--- src/ppdw_fifo.sv ---
module ppdw_fifo #(
    parameter int unsigned DEPTH = 4,
    parameter int unsigned WIDTH = 66
) (
    input  logic             i_clk,
    input  logic             i_rst_n,
    input  logic             i_push,
    output logic             o_ready,
    input  logic [WIDTH-1:0] i_data,
    output logic             o_valid,
    input  logic             i_pop,
    output logic [WIDTH-1:0] o_data
);

    localparam int unsigned PtrW = $clog2(DEPTH);
    localparam int unsigned CntW = $clog2(DEPTH + 1);
    localparam logic [PtrW-1:0] LastPtr = PtrW'(DEPTH - 1);
    localparam logic [CntW-1:0] Full    = CntW'(DEPTH);

    logic [WIDTH-1:0] r_mem [DEPTH];
    logic [PtrW-1:0]  r_wptr, r_rptr;
    logic [CntW-1:0]  r_count;
    logic             do_push, do_pop;

    assign o_ready = r_count != Full;
    assign o_valid = r_count != '0;
    assign o_data  = r_mem[r_rptr];
    assign do_push = i_push && o_ready;
    assign do_pop  = i_pop && o_valid;

    always_ff @(posedge i_clk) begin
        if (!i_rst_n) begin
            r_wptr  <= '0;
            r_rptr  <= '0;
            r_count <= '0;
        end else begin
            if (do_push) begin
                r_wptr <= (r_wptr == LastPtr) ? '0 : r_wptr + 1'b1;
            end
            if (do_pop) begin
                r_rptr <= (r_rptr == LastPtr) ? '0 : r_rptr + 1'b1;
            end
            r_count <= r_count + CntW'(do_push) - CntW'(do_pop);
        end
    end

    always_ff @(posedge i_clk) begin
        if (do_push) begin
            r_mem[r_wptr] <= i_data;
        end
    end

endmodule

--- config.mk ---
export PLATFORM = sky130hd
export DESIGN_NAME = ppdw_fifo
export DESIGN_NICKNAME = d
export VERILOG_FILES = /design/src/ppdw_fifo.sv
export SDC_FILE = /design/constraint.sdc
export NUM_CORES = 1
export LEC_CHECK = 0
export ABC_AREA = 0
export BUFFER_PORTS_ARGS = -buffer_cell sky130_fd_sc_hd__buf_2
export CORE_MARGIN = 2
export CORE_UTILIZATION = 61
export CTS_CLUSTER_SIZE = 24
export DETAILED_ROUTE_END_ITERATION = 8
export PLACE_DENSITY = 0.88
export SYNTH_ARGS = -nofsm -noshare
export SYNTH_HDL_FRONTEND = slang
export SYNTH_SLANG_ARGS = --single-unit
--- constraint.sdc ---
create_clock -name i_clk -period 5.66 [get_ports i_clk]
set_clock_uncertainty 0.1 [all_clocks]
set_input_delay 0.566 -clock i_clk [delete_from_list [all_inputs] [get_ports i_clk]]
set_output_delay 0.566 -clock i_clk [all_outputs]
set_load 0.05 [all_outputs]
* Word-level counts from Yosys, hierarchy flattened
Memory sizes are Yosys's and may differ from the RTL's. A register that Yosys moved wholly into a read port is not among the register bits. Index checks and enable logic that the tools add are counted. W data, S select, Z words.
Cells by class: add/sub/neg operators 4, equal/unequal tests 3, multiplexer cells 6, reductions and logical operators 3
Operators by type and width (count):
- $mux W2 | 4
- $add A2 B1 Y2 const B | 2
- $eq A2 B2 Y1 const B | 2
- $add A3 B1 Y3 | 1
- $ne A3 B3 Y1 const B | 1
- $reduce_bool A3 Y1 | 1
- $sub A3 B1 Y3 | 1
- $logic_and A1 B1 Y1 | 2
- $mux W1 | 2
Word-level totals: register bits after elaboration 7, bits in writable memories 264, input bits 70, output and inout port bits 68, word-level logic and storage cells 20, memories kept 1
Memories:
- r_mem | words 4, bits a word 66, rd ports 1, clocked after Yosys merged registers in 1, wr ports 1, line 20 | logic [WIDTH-1:0] r_mem [DEPTH];

* Logic depth before layout (Yosys ltp)
depth after elaboration 4, depth in mapped cells 12

* Worst setup path before layout
Ideal clock, no wire load.
path kind register to register, from reg r_count[1], to reg r_count[2], library setup time 0.115 ns, arrival 2.295 ns, required time 5.445 ns, path slack 3.150 ns, cell stages (with the launch flop) 13, path buffers 1, cell sequence dfxtp_1 > or3b_1 > buf_6 > and2_4 > inv_1 > ha_1 > inv_1 > ha_1 > inv_1 > fa_1 > xnor2_1 > xnor2_1 > and2_1
On the way: cells in the longest elaborated chain, start to end 4, elaborated cells between the ends (all ways) 6, classes of those cells 2 x add/sub; 1 x eq/ne; 3 x reduce/logical
Ends and longest elaborated chain:
- from (decl) | line 22 | logic [CntW-1:0] r_count;
- from (signal assigned) | line 43 | r_count <= r_count + CntW'(do_push) - CntW'(do_pop);
- $ne A3 B3 Y1 | line 25 | assign o_ready = r_count != Full;
- net o_ready | line 8 | output logic o_ready,
- $logic_and A1 B1 Y1 | line 28 | assign do_push = i_push && o_ready;
- $add A3 B1 Y3 | line 43
- $sub A3 B1 Y3 | line 43
The timed path passes the listed nets, and every way through them passes these cells. A chain may end at the register's enable or synchronous reset.

==> flow_summary.json <==
{
  "swShare": 0.325,
  "place_congestion": 0.716,
  "cts_made_buffers": 26,
  "hold_path.class": "in2reg",
  "comb_power_share": 0.270,
  "finalSetupViolations": 0,
  "ys_ff_latch": 273,
  "clock_tree.root_cell": "clkbuf_16",
  "p_int_mw": 4.02,
  "layout.nets": 624,
  "placed_cells": 734,
  "finalHoldViolations": 0,
  "drv_cap": 0,
  "via_per_inst": 5.85,
  "num_rows": 46,
  "die_h_um": 132,
  "endpoint_kind": "output pin",
  "core_area_mm2": 0.0159,
  "drc": 0,
  "rsz0062_at_grt": "no",
  "synth_top_cell_area_share": 0.793,
  "leakage_nw": 3.96,
  "ys_seq_area_frac": 0.811,
  "hold_buffers": 0,
  "yosys.area.top_type": "edfxtp_1",
  "cts.clk_slew.worst_paths_ns": 0.06,
  "grt_pass1_wl_mm": 26.9,
  "slew_headroom": 0.311,
  "switching_power_mw": 1.93,
  "antenna_found_initial": 0,
  "rrSetupSlack_ns": 2.99,
  "clockPowerShare": 0.290,
  "die_area_mm2": 0.0174,
  "slowest_delay_ns": 0.97,
  "wl_mm": 17.2,
  "clk_latency_ns": 0.51,
  "status": "complete, no violations",
  "holdWs_ns": 0.171,
  "synth_nets": 474,
  "fin_cells": 781,
  "r2r_cells": 11,
  "grt_pass1_vias": 4757,
  "final_core_util": 0.737,
  "critPathKind": "reg2out",
  "peakVddDrop_v": 0.000383,
  "grt_max_degree": 67,
  "fmaxAchievable_mhz": 288,
  "crit_fanout": 46,
  "firstDrtPassIters": 4,
  "fin_crit_sh": 0.613,
  "synth.avg_cell_area_um2": 25.3,
  "syn-instance-count": 396,
  "hpwl_mm": 10.0,
  "antenna_left": 0,
  "synth.distinct_cells": 25,
  "cellPowerDensity_mw_per_mm2": 507,
  "synth_area_leaders": "edfxtp_1, mux4_2, dfxtp_1",
  "dpl_worst_slack_ns": 2.61,
  "setup_slack_ns": 2.19,
  "routedWlPerCell_um": 22.1,
  "placed_area_mm2": 0.0109,
  "cts-resized-gates": 0,
  "areaGrowthSynthToFinish_pct": 17.5,
  "timing.rr.end": "r_count[2]",
  "io_buffer_count": 137,
  "ios": 138,
  "reg2reg_from": "r_count[1]",
  "layout-drive-gt1-share": 0.440,
  "period_minus_slack_ns": 3.47,
  "seqPwrFrac": 0.439,
  "yosysWarnings": 0,
  "grt.total_usage": 0.199,
  "first_iter_violations": 327,
  "total_power_mw": 5.95,
  "cts_setup_buffers": 0,
  "cp_cell_sequence": "buf_4 > mux4_2 > buf_2",
  "endpoint": "o_data[47]",
  "tightestPinTransition_ns": 1.03,
  "slew_viol_final": 0,
  "critPathSlowestCell": "dfxtp_4",
  "max-clock-path-buffers": 3,
  "tns_ns": 0,
  "start_kind": "flip-flop",
  "syn-cell-area_mm2": 0.0100,
  "die_w_um": 132,
  "final_area_mm2": 0.0117,
  "initial_utilization": 0.627,
  "required_ns": 4.99,
  "vias": 4567,
  "gr-total-overflow": 0,
  "cts_tree": "done",
  "clock-sinks": 273,
  "cp.arrival_ns": 2.80,
  "cts_max_level": 1
}
-- kinds of logic (layout without fill, tap and decap cells) --
| group | Yosys count | after routing | synth area share |
|---|---|---|---|
| AO/OA/AOI/OAI | 4 | 4 | 0.00225 |
| XOR/XNOR | 2 | 2 | 0.00175 |
| adder cells (fa/ha/maj) | 8 | 8 | 0.0108 |
| buffers and inverters | 22 | 190 | 0.0133 |
| flip-flops | 273 | 273 | 0.811 |
| multiplexers | 67 | 67 | 0.150 |
| other | 0 | 1 | 0 |
| AND/OR/NAND/NOR | 20 | 20 | 0.0116 |
-- power groups by stage --
stage | Clock [mW] | Combinational [mW] | Sequential, mW
after global routing | 1.83 | 1.68 | 2.65
after floorplan | 0 | 1.39 | 2.53
after CTS | 1.76 | 1.62 | 2.63
after global placement | 0 | 1.59 | 2.65
after detailed placement | 0 | 1.62 | 2.67
final | 1.73 | 1.61 | 2.61
-- area by class of cell --
class                   instances  area, µm²
multi-input cells             101       1780
clock inverters                 8        111
repair buffers                138        693
well taps                     216        270
clock buffers                  38        757
fillers                       904       4200
flip-flops and latches        273       8120
inverters                       6       22.5
diodes                          1       2.50
-- cell usage in the layout, fill, tap and decap left out, drive strengths merged --
cell,synthesis,layout
mux4,66,66
ha,7,7
buf,13,138
bufinv,0,3
nand3,2,2
nand2,5,5
edfxtp,264,264
fa,1,1
diode,0,1
nor2,2,2
clkbuf,3,38
mux2i,1,1
dfxtp,9,9
or3b,1,1
o31ai,1,1
or3,1,1
inv,6,6
nor2b,1,1
and2,3,3
and3,4,4
nand4,1,1
o21ai,3,3
xnor2,2,2
clkinv,0,5
-- Yosys cell counts (all sizes together) --
cell	n
edfxtp	264
mux4	66
buf	13
dfxtp	9
ha	7
inv	6
nand2	5
and3	4
and2	3
clkbuf	3
o21ai	3
nand3	2
nor2	2
xnor2	2
fa	1
mux2i	1
nand4	1
nor2b	1
o31ai	1
or3	1
or3b	1
-- layer usage --
metal / share of wire / track usage
met1: 0.42 / 0.288
met2: 0.50 / 0.328
met3: 0.066 / 0.0358
met4: 0.015 / 0.0441
met5: 0 / 0
-- registers in the layout, indices dropped and copies added (netlist names), named ones only --
| signal | flops |
|---|---|
| r_rptr | 2 |
| r_wptr | 2 |
| r_count | 3 |
| r_mem | 264 |
-- worst max-delay path, delay by kind of cell (launching register included) --
| family | cells | cell delay [ns] |
|---|---|---|
| mux | 1 | 0.57 |
| flops | 1 | 0.97 |
| buf+inv | 2 | 0.74 |
-- how the worst min path moves through the flow --
stage,startpoint,endpoint,slack (ns),cells past startpoint
floorplan,r_wptr[1],r_wptr[1],0.37,2
global placement,r_wptr[1],r_wptr[1],0.38,2
detailed placement,r_wptr[1],r_wptr[1],0.41,2
CTS,i_data[27],r_mem[3][27],0.15,1
global route,i_data[10],r_mem[0][10],0.16,1
finish,i_data[27],r_mem[3][27],0.17,1
No activity file was read; power rests on OpenSTA's default activity.
